File: src/design/bst_pkg.sv
`timescale 1ns / 1ps
`default_nettype none
// ----------------------------------------------------------------------------
// bst_pkg
// Shared types and constants of the bencode stream tokenizer.
// ----------------------------------------------------------------------------
package bst_pkg;

    localparam int BST_MAX_DEPTH  = 64;
    localparam int BST_FIFO_DEPTH = 2;

    localparam logic [7:0] CH_I     = 8'h69;
    localparam logic [7:0] CH_E     = 8'h65;
    localparam logic [7:0] CH_L     = 8'h6C;
    localparam logic [7:0] CH_D     = 8'h64;
    localparam logic [7:0] CH_COLON = 8'h3A;
    localparam logic [7:0] CH_ZERO  = 8'h30;
    localparam logic [7:0] CH_NINE  = 8'h39;
    localparam logic [7:0] CH_PLUS  = 8'h2B;
    localparam logic [7:0] CH_MINUS = 8'h2D;
    localparam logic [7:0] CH_SPACE = 8'h20;
    localparam logic [7:0] CH_TAB   = 8'h09;
    localparam logic [7:0] CH_CR    = 8'h0D;

    localparam logic [67:0] LIMIT_POS = 68'h0_7FFF_FFFF_FFFF_FFFF;
    localparam logic [67:0] LIMIT_NEG = 68'h0_8000_0000_0000_0000;

    typedef enum logic [1:0] {
        MODE_AWAIT = 2'd0,
        MODE_INT   = 2'd1,
        MODE_LEN   = 2'd2,
        MODE_DATA  = 2'd3
    } t_mode;

    typedef enum logic [2:0] {
        TK_NONE   = 3'd0,
        TK_INT    = 3'd1,
        TK_LEN    = 3'd2,
        TK_BYTE   = 3'd3,
        TK_LIST   = 3'd4,
        TK_DICT   = 3'd5,
        TK_END    = 3'd6
    } t_kind;

    typedef enum logic [1:0] {
        ST_BUSY    = 2'd0,
        ST_DONE    = 2'd1,
        ST_ERROR   = 2'd2,
        ST_IGNORED = 2'd3
    } t_status;

    typedef struct packed {
        logic [7:0] byte_in;
        logic       last_byte;
    } t_in_word;

    typedef struct packed {
        logic [2:0]         token_kind;
        logic signed [63:0] token_value;
        logic               is_key;
        logic [6:0]         nest_depth;
        logic [1:0]         parse_status;
    } t_out_word;

    typedef struct packed {
        logic any;
        logic lead0;
        logic body;
        logic neg;
        logic digit;
    } t_num_flags;

endpackage
`default_nettype wire

File: src/design/bst_fifo.sv
`timescale 1ns / 1ps
`default_nettype none
// ----------------------------------------------------------------------------
// bst_fifo
// Small register queue with push/full and pop/empty sides.
// ----------------------------------------------------------------------------
module bst_fifo #(
    parameter int W     = 9,
    parameter int DEPTH = 2
) (
    input  wire logic         i_clk,
    input  wire logic         i_rst_n,
    input  wire logic         i_push,
    input  wire logic [W-1:0] i_data,
    output logic              o_full,
    input  wire logic         i_pop,
    output logic [W-1:0]      o_data,
    output logic              o_empty
);
    localparam int PW = (DEPTH > 1) ? $clog2(DEPTH) : 1;
    localparam int CW = $clog2(DEPTH + 1);

    logic [W-1:0]  r_mem [DEPTH];
    logic [PW-1:0] r_wr, r_rd;
    logic [CW-1:0] r_cnt;
    logic          do_push, do_pop;

    assign o_full  = (r_cnt == CW'(DEPTH));
    assign o_empty = (r_cnt == '0);
    assign o_data  = r_mem[r_rd];
    assign do_push = i_push && !o_full;
    assign do_pop  = i_pop && !o_empty;

    always_ff @(posedge i_clk) begin
        if (do_push) begin
            r_mem[r_wr] <= i_data;
        end
        if (!i_rst_n) begin
            r_wr  <= '0;
            r_rd  <= '0;
            r_cnt <= '0;
        end else begin
            // advance pointers, wrapping at the depth
            if (do_push) begin
                r_wr <= (r_wr == PW'(DEPTH - 1)) ? '0 : r_wr + PW'(1);
            end
            if (do_pop) begin
                r_rd <= (r_rd == PW'(DEPTH - 1)) ? '0 : r_rd + PW'(1);
            end
            if (do_push && !do_pop) begin
                r_cnt <= r_cnt + CW'(1);
            end else if (do_pop && !do_push) begin
                r_cnt <= r_cnt - CW'(1);
            end
        end
    end
endmodule
`default_nettype wire

File: src/design/bst_core.sv
`timescale 1ns / 1ps
`default_nettype none
// ----------------------------------------------------------------------------
// bst_core
// Tokenizer back end: consumes one byte per cycle while a byte is waiting and the output has room, one token per byte.
// ----------------------------------------------------------------------------
module bst_core
    import bst_pkg::*;
#(
    parameter int MAX_DEPTH = BST_MAX_DEPTH
) (
    input  wire logic     i_clk,
    input  wire logic     i_rst_n,
    input  wire logic     i_valid,
    input  wire t_in_word i_word,
    input  wire logic     i_out_ready,
    output logic          o_step,
    output t_out_word     o_word
);
    localparam int SPW = $clog2(MAX_DEPTH + 1);
    localparam int AW  = (MAX_DEPTH > 1) ? $clog2(MAX_DEPTH) : 1;

    // stack below the cached top entry: {kind, parity}
    logic [1:0]     r_stk [MAX_DEPTH];
    logic [1:0]     r_below;

    t_mode          r_mode, n_mode;
    logic [SPW-1:0] r_sp, n_sp;
    logic           r_top_kind, n_top_kind;
    logic           r_top_par, n_top_par;
    logic [63:0]    r_acc, n_acc;
    t_num_flags     r_flags, n_flags;
    logic [63:0]    r_rem, n_rem;
    logic           r_halted, n_halted;

    logic           st_we;
    logic [AW-1:0]  st_wa, st_ra;
    logic [1:0]     st_wd;

    logic [7:0]     b;
    logic           is_dig, is_ws;
    logic [67:0]    acc_next;
    logic           ovf;
    logic           err, done, ok, par_t;
    logic [63:0]    neg_val;

    assign o_step = i_valid && i_out_ready;
    assign b      = i_word.byte_in;
    assign is_dig = (b >= CH_ZERO) && (b <= CH_NINE);
    assign is_ws  = (b == CH_SPACE) || ((b >= CH_TAB) && (b <= CH_CR));
    assign acc_next = {1'b0, r_acc, 3'b0} + {3'b0, r_acc, 1'b0} + 68'(b - CH_ZERO);
    assign neg_val  = 64'd0 - r_acc;

    always_comb begin
        n_mode     = r_mode;
        n_sp       = r_sp;
        n_top_kind = r_top_kind;
        n_top_par  = r_top_par;
        n_acc      = r_acc;
        n_flags    = r_flags;
        n_rem      = r_rem;
        n_halted   = r_halted;
        st_we      = 1'b0;
        st_wa      = AW'(r_sp - SPW'(1));
        st_wd      = {r_top_kind, r_top_par};
        err        = 1'b0;
        done       = 1'b0;
        ok         = 1'b1;
        par_t      = r_top_par;
        ovf        = 1'b0;
        o_word     = '0;
        o_word.nest_depth = 7'(r_sp);

        if (r_halted) begin
            o_word.nest_depth   = '0;
            o_word.parse_status = ST_IGNORED;
        end else begin
            unique case (r_mode)
                MODE_AWAIT: begin
                    // begin_value: check and toggle the open container's parity
                    if (r_sp != '0) begin
                        par_t = !r_top_par;
                    end
                    if (b == CH_I || b == CH_L || b == CH_D) begin
                        ok = !((r_sp != '0) && r_top_kind && !r_top_par);
                    end
                    if (b == CH_I) begin
                        if (!ok) begin
                            err = 1'b1;
                        end else begin
                            n_top_par = par_t;
                            n_mode    = MODE_INT;
                            n_acc     = '0;
                            n_flags   = '0;
                        end
                    end else if (b == CH_L || b == CH_D) begin
                        if (r_sp >= SPW'(MAX_DEPTH) || !ok) begin
                            err = 1'b1;
                        end else begin
                            st_we      = (r_sp != '0);
                            st_wd      = {r_top_kind, par_t};
                            n_top_kind = (b == CH_D);
                            n_top_par  = 1'b0;
                            n_sp       = r_sp + SPW'(1);
                            o_word.token_kind = (b == CH_D) ? TK_DICT : TK_LIST;
                        end
                    end else if (b == CH_E) begin
                        if (r_sp == '0 || (r_top_kind && r_top_par)) begin
                            err = 1'b1;
                        end else begin
                            n_sp       = r_sp - SPW'(1);
                            n_top_kind = r_below[1];
                            n_top_par  = r_below[0];
                            o_word.token_kind = TK_END;
                            done = (n_sp == '0);
                        end
                    end else if (is_dig) begin
                        n_top_par = par_t;
                        n_mode    = MODE_LEN;
                        n_acc     = 64'(b - CH_ZERO);
                    end
                end
                MODE_INT: begin
                    if (b == CH_E) begin
                        if (!r_flags.digit) begin
                            err = r_flags.any;
                        end else begin
                            err = (r_acc != '0) && r_flags.lead0;
                            o_word.token_value = r_flags.neg ? neg_val : r_acc;
                        end
                        if (err) begin
                            o_word.token_value = '0;
                        end else begin
                            o_word.token_kind = TK_INT;
                            n_mode = MODE_AWAIT;
                            done   = (r_sp == '0);
                        end
                    end else begin
                        if (!r_flags.any) begin
                            n_flags.any   = 1'b1;
                            n_flags.lead0 = (b == CH_ZERO);
                        end
                        if (is_ws) begin
                            err = r_flags.body;
                        end else if (b == CH_PLUS || b == CH_MINUS) begin
                            err = r_flags.body;
                            n_flags.body = 1'b1;
                            n_flags.neg  = (b == CH_MINUS);
                        end else if (is_dig) begin
                            n_flags.body  = 1'b1;
                            n_flags.digit = 1'b1;
                            ovf   = acc_next > (r_flags.neg ? LIMIT_NEG : LIMIT_POS);
                            err   = ovf;
                            n_acc = acc_next[63:0];
                        end else begin
                            err = 1'b1;
                        end
                    end
                end
                MODE_LEN: begin
                    if (is_dig) begin
                        err   = acc_next > LIMIT_POS;
                        n_acc = acc_next[63:0];
                    end else if (b == CH_COLON) begin
                        o_word.token_kind  = TK_LEN;
                        o_word.token_value = r_acc;
                        o_word.is_key      = (r_sp != '0) && r_top_kind && r_top_par;
                        if (r_acc == '0) begin
                            n_mode = MODE_AWAIT;
                            done   = (r_sp == '0);
                        end else begin
                            n_rem  = r_acc;
                            n_mode = MODE_DATA;
                        end
                    end else begin
                        err = 1'b1;
                    end
                end
                MODE_DATA: begin
                    o_word.token_kind  = TK_BYTE;
                    o_word.token_value = 64'(b);
                    o_word.is_key      = (r_sp != '0) && r_top_kind && r_top_par;
                    n_rem = r_rem - 64'd1;
                    if (n_rem == '0) begin
                        n_mode = MODE_AWAIT;
                        done   = (r_sp == '0);
                    end
                end
                default: begin
                    err = 1'b1;
                end
            endcase

            if (err) begin
                o_word     = '0;
                o_word.nest_depth   = 7'(r_sp);
                o_word.parse_status = ST_ERROR;
                n_halted   = 1'b1;
                st_we      = 1'b0;
                n_sp       = r_sp;
            end else if (done) begin
                o_word.nest_depth   = 7'(n_sp);
                o_word.parse_status = ST_DONE;
                n_halted = 1'b1;
            end else begin
                o_word.nest_depth = 7'(n_sp);
                if (i_word.last_byte) begin
                    o_word.parse_status = ST_ERROR;
                end
            end
        end

        // last byte: start a new message
        if (i_word.last_byte) begin
            n_mode   = MODE_AWAIT;
            n_sp     = '0;
            n_acc    = '0;
            n_flags  = '0;
            n_rem    = '0;
            n_halted = 1'b0;
        end

        if (!o_step) begin
            n_mode     = r_mode;
            n_sp       = r_sp;
            n_top_kind = r_top_kind;
            n_top_par  = r_top_par;
            n_acc      = r_acc;
            n_flags    = r_flags;
            n_rem      = r_rem;
            n_halted   = r_halted;
            st_we      = 1'b0;
        end
        st_ra = AW'(n_sp - SPW'(2));
    end

    // stack memory; read the entry below the next top, forwarding a same-cycle write
    always_ff @(posedge i_clk) begin
        if (st_we) begin
            r_stk[st_wa] <= st_wd;
        end
        if (st_we && st_wa == st_ra) begin
            r_below <= st_wd;
        end else begin
            r_below <= r_stk[st_ra];
        end
    end

    always_ff @(posedge i_clk) begin
        r_top_kind <= n_top_kind;
        r_top_par  <= n_top_par;
        if (!i_rst_n) begin
            r_mode   <= MODE_AWAIT;
            r_sp     <= '0;
            r_acc    <= '0;
            r_flags  <= '0;
            r_rem    <= '0;
            r_halted <= 1'b0;
        end else begin
            r_mode   <= n_mode;
            r_sp     <= n_sp;
            r_acc    <= n_acc;
            r_flags  <= n_flags;
            r_rem    <= n_rem;
            r_halted <= n_halted;
        end
    end
endmodule
`default_nettype wire

File: src/design/bencode_stream_tokenizer_top.sv
`timescale 1ns / 1ps
`default_nettype none
// ----------------------------------------------------------------------------
// bencode_stream_tokenizer_top
// Streaming bencode tokenizer: one message byte in, one token word out.
// ----------------------------------------------------------------------------
// Push one byte word per cycle while o_full is low; each byte yields exactly
// one token word on the output queue, read while o_empty is low and taken
// with i_pop. Sustained rate is one byte per cycle while the output queue is
// drained: the parse step (multiply by ten and add, stack push or pop) is
// combinational. A byte in the input queue is parsed straight out of it and
// its token is registered into the output queue once that queue has room.
// The container stack keeps its top entry in flops and the rest in a
// MAX_DEPTH-entry memory with one registered read of the entry below the top.
// No clearing pass is needed after reset.
// ----------------------------------------------------------------------------
module bencode_stream_tokenizer_top
    import bst_pkg::*;
#(
    parameter int MAX_DEPTH  = BST_MAX_DEPTH,
    parameter int FIFO_DEPTH = BST_FIFO_DEPTH
) (
    input  wire logic     i_clk,
    input  wire logic     i_rst_n,
    input  wire logic     i_push,
    input  wire t_in_word i_in_word,
    output logic          o_full,
    input  wire logic     i_pop,
    output t_out_word     o_out_word,
    output logic          o_empty
);
    t_in_word  q_word;
    t_out_word tok_word;
    logic      q_empty, out_full, step;

    // front: hold incoming bytes
    bst_fifo #(.W($bits(t_in_word)), .DEPTH(FIFO_DEPTH)) u_in_q (
        .i_clk   (i_clk),
        .i_rst_n (i_rst_n),
        .i_push  (i_push),
        .i_data  (i_in_word),
        .o_full  (o_full),
        .i_pop   (step),
        .o_data  (q_word),
        .o_empty (q_empty)
    );

    // back: parse one byte whenever a byte is queued and the output queue has room
    bst_core #(.MAX_DEPTH(MAX_DEPTH)) u_core (
        .i_clk       (i_clk),
        .i_rst_n     (i_rst_n),
        .i_valid     (!q_empty),
        .i_word      (q_word),
        .i_out_ready (!out_full),
        .o_step      (step),
        .o_word      (tok_word)
    );

    // result queue decouples the consumer from the parser
    bst_fifo #(.W($bits(t_out_word)), .DEPTH(FIFO_DEPTH)) u_out_q (
        .i_clk   (i_clk),
        .i_rst_n (i_rst_n),
        .i_push  (step),
        .i_data  (tok_word),
        .o_full  (out_full),
        .i_pop   (i_pop),
        .o_data  (o_out_word),
        .o_empty (o_empty)
    );
endmodule
`default_nettype wire
File: config.mk
export PLATFORM = sky130hd
export DESIGN_NAME = bencode_stream_tokenizer_top
export DESIGN_NICKNAME = d
export VERILOG_FILES = /design/src/design/bst_pkg.sv /design/src/design/bst_fifo.sv /design/src/design/bst_core.sv /design/src/design/bencode_stream_tokenizer_top.sv
export SDC_FILE = /design/constraint.sdc
export NUM_CORES = 1
export LEC_CHECK = 0
export BUFFER_PORTS_ARGS = -buffer_cell sky130_fd_sc_hd__buf_2
export CAP_MARGIN = 10
export CORE_AREA = 8 8 327 329
export DETAILED_ROUTE_END_ITERATION = 8
export DIE_AREA = 0 0 335 337
export SKIP_CTS_REPAIR_TIMING = 1
export SYNTH_ARGS = -nofsm -noshare
export SYNTH_HDL_FRONTEND = slang
export SYNTH_SLANG_ARGS = --single-unit
File: constraint.sdc
create_clock -name i_clk -period 10.9 [get_ports i_clk]
set_clock_uncertainty 0.15 [all_clocks]
set_input_delay 0.545 -clock i_clk [delete_from_list [all_inputs] [get_ports i_clk]]
set_output_delay 0.545 -clock i_clk [all_outputs]
set_load 0.01 [all_outputs]
# After elaboration in Yosys (flattened, before gate mapping)
# Memories as Yosys holds them, arrays and structs flattened. A register that Yosys moved wholly into a read port is not among the register bits.
# Cells that the tools add are included.
classes:
  add_sub_neg: 17
  order_cmp: 7
  eq_ne: 39
  n_mux: 156
  bitwise_logic: 2
  n_reduce_logical: 60
ops:
  columns: ["operator", "count"]
  rows:
  - ["$mux 64", 20]
  - ["$pmux 64 s3", 2]
  - ["$mux 68", 3]
  - ["$mux 67", 2]
  - ["$logic_not 64->1", 2]
  - ["$pmux 64 s2", 1]
  - ["$mux 1", 80]
  - ["$mux 7", 10]
  - ["$add 67x65->68", 1]
  - ["$add 68x68->68", 1]
  - ["$gt 68x63->1 const B", 1]
  - ["$gt 68x68->1", 1]
  - ["$reduce_bool 64->1", 1]
  - ["$sub 1x64->64 const A", 1]
  - ["$sub 64x1->64 const B", 1]
  - ["$eq 8x6->1 const B", 5]
  - ["$mux 2", 19]
  - ["$eq 8x7->1 const B", 4]
  - ["$mux 5", 5]
  - ["$ne 3x2->1 const B", 8]
  - ["$ne 3x3->1 const B", 7]
  - ["$reduce_and 7->1", 3]
  - ["$mux 3", 6]
  - ["$mux 9", 2]
  - ["40 further kinds", 95]
totals:
  regBits: 153
  ram_bits: 300
  input_bits: 13
  out_inout_bits: 79
  wordCells: 302
  n_memories: 3
memory_table:
  columns: ["memory", "words", "word_bits", "rd", "rd_ports_with_merged_regs", "wr", "line", "rtl"]
  rows:
  - ["u_out_q.r_mem", 2, 77, 1, 1, 1, "bst_fifo.sv:23", "logic [W-1:0] r_mem [DEPTH];"]
  - ["u_core.r_stk", 64, 2, 1, 1, 1, "bst_core.sv:24", "logic [1:0] r_stk [MAX_DEPTH];"]
  - ["u_in_q.r_mem", 2, 9, 1, 1, 1, "bst_fifo.sv:23", null]

# Depth between registers and ports, before layout
# Gate-level depths: netlist (run 1).
depth:
  depth_word: 19
  depth_mapped: 40

# Modules after synthesis
# Synthesis (run 1) repeated with hierarchy kept, for this count alone.
hier_totals:
  hier_cells: 3192
  hier_area_um2: 30252.8
by_module_without_submodules:
  columns: ["module", "n_inst", "cells_each", "area_each_um2", "seq_area_each_um2"]
  rows:
  - ["bst_core", 1, 2871, 23462.5, 6886.6]
  - ["bst_fifo at u_out_q", 1, 265, 5908.2, 4724.5]
  - ["bst_fifo at u_in_q", 1, 54, 874.6, 640.6]
  - ["bencode_stream_tokenizer_top", 1, 2, 7.5, 0.0]

# Worst setup path before layout (run 1)
# Ideal clock, no wire load.
synth_path:
  kind: "reg2reg"
  from: "register (tool-made name)"
  to: "memory u_core.r_stk[15][0] (enable)"
  setup_ps: 310
  t_arrival_ps: 11445
  required_time_ps: 10440
  path_slack_ps: -1005
  stages_incl_launch_ff: 35
  path_buffers: 4
  path_cell_list: "dfxtp_1 -> clkbuf_1 -> clkbuf_1 -> clkbuf_1 -> mux2_2 -> ha_1 -> nor2_1 -> fa_1 -> ha_1 -> clkbuf_1 -> a21o_1 -> a31oi_1 -> o221a_2 -> a21bo_2 -> o21ai_0 -> nand2_1 -> a21oi_1 -> o21ai_0 -> a21o_1 -> a21oi_1 -> xnor2_1 -> ha_1 -> a21o_1 -> a21o_1 -> a21oi_1 -> nor2_1 -> a2111oi_0 -> o31ai_1 -> a311oi_1 -> nor3_1 -> o41ai_4 -> nand3_2 -> nor4_2 -> nand2_1 -> nor2_1"
synth_rtl:
  columns: ["element", "line"]
  rows:
  - ["end, declared", "bst_core.sv:24"]

==> impl_metrics.env, run 1 <==
export IMPL_outcome="finished clean"
export IMPL_final_hold_violation_count=0
export IMPL_drive_above_1_share=0.123
export IMPL_port_buffer_count=91
export IMPL_antenna_found_initial=15
export IMPL_cp_arrival_ps=10240
export IMPL_ant_nets=0
export IMPL_crit_top_cell="o21ai_0"
export IMPL_met1Wirelength_um=43600
export IMPL_hpwlAfterDp_um=71100
export IMPL_hold_path_class="input port to flop"
export IMPL_min_from="i_push"
export IMPL_setup_tns_ps=0
export IMPL_hold_slack_ps=173
export IMPL_power_mw=7.62
export IMPL_num_rows=117
export IMPL_cp_required_ps=11100
export IMPL_grt_max_degree=87
export IMPL_tightest_slew_ps=1210
export IMPL_drtPass1Iterations=6
export IMPL_synthDistinctLibCells=88
export IMPL_ys_seq_elements=461
export IMPL_grt_pass1_vias=24300
export IMPL_ys_async_sr_fraction=0
export IMPL_initial_utilization=0.299
export IMPL_final_common_cell="nor2_1"
export IMPL_cts_tree="yes"
export IMPL_final_cell_mix="nor2_1 (360), nand2_1 (324), a21oi_1 (312)"
export IMPL_drt_iter0_drc=2382
export IMPL_critical_path_slowest_cell="nor2_4"
export IMPL_period_needed_ps=10040
export IMPL_met3_length_um=7750
export IMPL_crit_path_start_kind="flop"
export IMPL_drv_cap=0
export IMPL_synthFlopType="edfxtp_1"
export IMPL_cts_buffer_depth=3
export IMPL_fmax_mhz=99.6
export IMPL_powerDensity_mw_per_mm2=224
export IMPL_p_leak_nw=12.4
export IMPL_clkSinkCount=461
export IMPL_avgSynthCellArea_um2=9.43
export IMPL_r2r_slack_ps=860
export IMPL_wl_per_cell_um=21.5
export IMPL_critical_path_max_stage_delay_ps=560
export IMPL_die_area_mm2=0.113
export IMPL_gp_congestion=0.945
export IMPL_cts_buffers_inserted=49
export IMPL_period_share=0.921
export IMPL_synth_cells=3208
export IMPL_drc=0
export IMPL_route_met2_wl_um=45600
export IMPL_overflow=0
export IMPL_setup_viol=0
export IMPL_slew_limit_headroom=0.188
export IMPL_yosys_warnings=0
export IMPL_crit_type="flop to flop"
export IMPL_num_vias=25700
export IMPL_drv_slew=0
export IMPL_layout_area_overhead_vs_synth_pct=12.4
export IMPL_grt_total_usage=0.169
export IMPL_clk_pin_slew_ps=70
export IMPL_io_pins=92
export IMPL_fillers=10500
export IMPL_dr_max_layer_used="met5"
export IMPL_grt_pass1_wl_um=151000
export IMPL_worstSkewPairLatency_ps=620
export IMPL_synth_edf_count=302
export IMPL_ys_seq_area_frac=0.405
export IMPL_peakVddDrop_v=0.000207
export IMPL_nets=3433
export IMPL_core_area_mm2=0.101
export IMPL_syn_nets=3436
export IMPL_root_buffer="clkbuf_16"
export IMPL_die_h_um=337
export IMPL_viasPerCell=5.57
export IMPL_syn_area_mm2=0.0302
export IMPL_critical_path_max_fanout=64
export IMPL_crit_path_end_kind="flop"
export IMPL_rsz0062_at_grt="false"
export IMPL_htree_num_levels=2
export IMPL_die_w_um=335
export IMPL_totalWireLength_um=99500
[Yosys cell counts (74+ instances only)]
master / instances / area [µm²]
nor3_1: 97 / 485
nand2_1: 327 / 1230
nor2_1: 362 / 1360
ha_1: 152 / 1900
mux2_2: 81 / 912
o21ai_0: 210 / 1050
inv_1: 74 / 278
a21oi_1: 312 / 1560
dfxtp_1: 159 / 3180
clkbuf_1: 180 / 676
xnor2_1: 77 / 674
edfxtp_1: 302 / 9070
[critical path, delay by kind of cell, from the launching register on]
kind                       cells  cell delay [ps]
adders and majority gates      4             1380
AOI/OAI and AO/OA             18             5170
buffers and inverters          4             1050
and+or+nand+nor                6             1610
DFF                            1              320
[final timing paths]
check	to	depth (start not counted)
max	u_out_q.r_mem[1][42]$_DFFE_PP_	32
min	u_in_q.r_wr$_SDFFE_PN0P_	4
max reg2reg	u_out_q.r_mem[1][42]$_DFFE_PP_	32
min reg2reg	u_core.r_flags[3]$_SDFFE_PN0P_	2
[per-stage QoR]
stage          std cells  area, µm²   util  setup slack [ps]
4_1_cts             4598      33800  0.334               386
5_1_grt             4614      34000  0.335              58.0
2_1_floorplan       3208      30300      -               387
3_3_place_gp        4507      32000  0.316               601
3_5_place_dp        4507      32000  0.316               406
6_report            4619      34000  0.336               856
[registers in the layout, indices dropped and copies added (netlist names), 2 cells and up, named ones only]
| register | cells |
|---|---|
| u_out_q.r_mem | 154 |
| u_core.r_stk | 128 |
| u_core.r_acc | 64 |
| u_core.r_rem | 64 |
| u_in_q.r_mem | 18 |
| u_core.r_sp | 7 |
| u_core.r_flags | 5 |
| u_core.r_mode | 2 |
| u_in_q.r_cnt | 2 |
| u_out_q.r_cnt | 2 |
[layout make-up]
cell class	instances	area (µm²)	area share
Multi-Input combinational cell	2472	17000	0.501
Timing Repair Buffer	145	883	0.0260
Tap cell	1368	1710	0.0504
Clock buffer	64	1370	0.0404
Antenna cell	6	15.0	0.000442
Inverter	76	288	0.00847
Clock inverter	27	418	0.0123
Sequential cell	461	12300	0.361
[cells by family after synthesis]
| logic type | share of synthesized area |
|---|---|
| flip-flops | 0.405 |
| buffers and inverters | 0.0345 |
| AND/OR/NAND/NOR | 0.179 |
| adder cells (fa/ha/maj) | 0.105 |
| multiplexers | 0.0647 |
| XOR/XNOR | 0.0342 |
| AO/OA/AOI/OAI | 0.178 |
[power breakdown]
group / internal [mW] / switching [mW] / leakage [nW]
registers: 2.16 / 0.224 / 4.09
logic: 1.16 / 2.22 / 7.40
clock network: 1.09 / 0.765 / 0.863
total: 4.41 / 3.21 / 12.4
[metal layers]
metal  global-route usage  vias to the layer above
li1                     -                    11900
met1                0.234                    12700
met2                0.273                      946
met3               0.0278                      139
met4               0.0467                        8
met5                    0                        -
Note: power is estimated with default switching activity, not from simulation.
==> run 2, diff against run 1 <==
Clock period 10.9 ns to 10.3 ns, I/O delays scaled along.
==> impl_metrics.env, run 2 (synthesized netlist as in run 1, its figures left out) <==
export IMPL_clkSinkCount=461
export IMPL_regArea_mm2=0.0123
export IMPL_crit_path_start_kind="flop"
export IMPL_drt_iter0_drc=2600
export IMPL_hold_end="u_in_q.r_wr$_SDFFE_PN0P_"
export IMPL_min_from="i_push"
export IMPL_die_w_um=335
export IMPL_r2r_start="u_in_q.r_mem[0][5]$_DFFE_PP_"
export IMPL_holdPathStages=4
export IMPL_num_rows=117
export IMPL_largest_reg_flops=154
export IMPL_grt_pass1_wl_um=149000
export IMPL_final_common_cell="nor2_1"
export IMPL_period_share=0.955
export IMPL_cts_tree="yes"
export IMPL_r2r_slack_ps=470
export IMPL_pwr_share_seq=0.314
export IMPL_fmax_mhz=102
export IMPL_drv_slew=0
export IMPL_cp_arrival_ps=10030
export IMPL_io_pins=92
export IMPL_crit_type="flop to flop"
export IMPL_overflow=0
export IMPL_nets=3445
export IMPL_core_area_mm2=0.101
export IMPL_cts_buffer_depth=3
export IMPL_outcome="finished clean"
export IMPL_grt_pass1_vias=24600
export IMPL_multi_input_area_mm2=0.0170
export IMPL_combPwrFrac=0.445
export IMPL_p_clk_frac=0.240
export IMPL_antenna_found_initial=11
export IMPL_use_met2=0.264
export IMPL_hold_path_class="input port to flop"
export IMPL_num_vias=25700
export IMPL_fin_util=0.336
export IMPL_die_area_mm2=0.113
export IMPL_rr_worst_depth=30
export IMPL_htree_num_levels=2
export IMPL_drv_cap=0
export IMPL_p_sw_frac=0.425
export IMPL_hpwlAfterDp_um=69700
export IMPL_root_buffer="clkbuf_16"
export IMPL_power_mw=8.02
export IMPL_slew_limit_headroom=0.196
export IMPL_clk_pin_slew_ps=70
export IMPL_met3_usage=0.0295
export IMPL_peakVddDrop_v=0.000161
export IMPL_powerDensity_mw_per_mm2=235
export IMPL_critical_path_max_fanout=33
export IMPL_initial_utilization=0.299
export IMPL_critical_path_slowest_cell="or3_2"
export IMPL_gp_congestion=0.957
export IMPL_top_register="u_out_q.r_mem"
export IMPL_layout_area_overhead_vs_synth_pct=12.6
export IMPL_grt_total_usage=0.167
export IMPL_totalWireLength_um=97600
export IMPL_reg2reg_to="u_out_q.r_mem[0][46]$_DFFE_PP_"
export IMPL_tightest_slew_ps=1200
export IMPL_grt_busiest_layer="met2"
export IMPL_grtUsageMet1=0.227
export IMPL_drc=0
export IMPL_switchingPower_mw=3.41
export IMPL_viasPerCell=5.54
export IMPL_setup_viol=0
export IMPL_die_h_um=337
export IMPL_critical_path_max_stage_delay_ps=700
export IMPL_cts_buffers_inserted=50
export IMPL_grt_max_degree=80
export IMPL_drtPass1Iterations=6
export IMPL_port_buffer_count=91
export IMPL_p_int_mw=4.61
export IMPL_worstSkewPairLatency_ps=630
export IMPL_wl_per_cell_um=21.0
export IMPL_crit_path_end_kind="flop"
export IMPL_ant_nets=0
export IMPL_p_leak_nw=12.4
export IMPL_period_needed_ps=9830
export IMPL_cp_required_ps=10500
export IMPL_final_cell_mix="nor2_1 (360), nand2_1 (324), a21oi_1 (312)"
export IMPL_drive_above_1_share=0.126
export IMPL_final_hold_violation_count=0
export IMPL_fillers=10400
export IMPL_largestRegisters="u_out_q.r_mem: 154 flops, u_core.r_stk: 128 flops"
-- run 2: changes by cell type in the layout (fill, tap and decap cells not counted), moves of 2 or more --
cell,before,now
clkbuf_1,7,1
diode_2,6,10
buf_4,45,55
clkbuf_8,7,2
inv_8,0,3
clkinv_4,2,5
bufinv_16,8,6
clkinv_1,3,9
-- run 2: worst max-delay path by stage --
stage,startpoint,to,slack (ps),depth (start not counted)
2_1_floorplan,flop,u_core.r_stk[15][0]$_DFFE_PP_,700,34
3_3_place_gp,u_in_q.r_mem[0][5]$_DFFE_PP_,u_core.r_stk[0][1]$_DFFE_PP_,330,32
3_5_place_dp,u_in_q.r_mem[0][5]$_DFFE_PP_,u_core.r_stk[1][0]$_DFFE_PP_,310,32
4_1_cts,u_in_q.r_mem[0][5]$_DFFE_PP_,u_core.r_stk[1][0]$_DFFE_PP_,280,32
5_1_grt,u_in_q.r_mem[0][5]$_DFFE_PP_,u_core.r_stk[39][0]$_DFFE_PP_,-7,32
6_report,u_in_q.r_mem[0][5]$_DFFE_PP_,u_out_q.r_mem[0][46]$_DFFE_PP_,470,30
-- run 2: layout make-up --
type	instances	share of cell area
well taps	1368	0.0503
inverters	76	0.00845
clock buffers	54	0.0384
flip-flops and latches	461	0.360
clock inverters	40	0.0132
repair buffers	156	0.0287
diodes	10	0.000735
multi-input cells	2472	0.500
-- run 2: power groups by stage --
stage / Combinational [mW] / Clock (mW) / Sequential, mW
final: 3.57 / 1.93 / 2.52
after global routing: 3.91 / 2.03 / 2.55
after CTS: 3.55 / 1.97 / 2.52
after detailed placement: 3.53 / 0 / 2.55
after global placement: 3.52 / 0 / 2.54
after floorplan: 2.44 / 0 / 2.45
-- run 2: worst max-delay path, delay by kind of cell, from the launching register on --
family,cells,cell delay [ps]
flip-flops,1,350
adder cells (fa/ha/maj),4,1530
AO/OA/AOI/OAI,11,3270
AND/OR/NAND/NOR,10,3010
XOR/XNOR,1,180
buffers and inverters,4,1050
-- run 2: routing by layer --
layer,part of all wire,up-vias
li1,-,12000
met1,0.44,12600
met2,0.45,987
met3,0.073,189
met4,0.037,4
met5,0.00027,-
-- run 2: through the flow --
stage	cell area (µm²)	instances	hold WS (ps)	setup slack, ps	setup TNS (ps)
after floorplan	30300	3208	282	704	0
after global placement	32100	4514	298	332	0
after detailed placement	32100	4514	305	311	0
after CTS	33900	4608	-118	281	0
after global routing	34000	4629	144	-6.85	-28.2
final	34100	4637	139	469	0
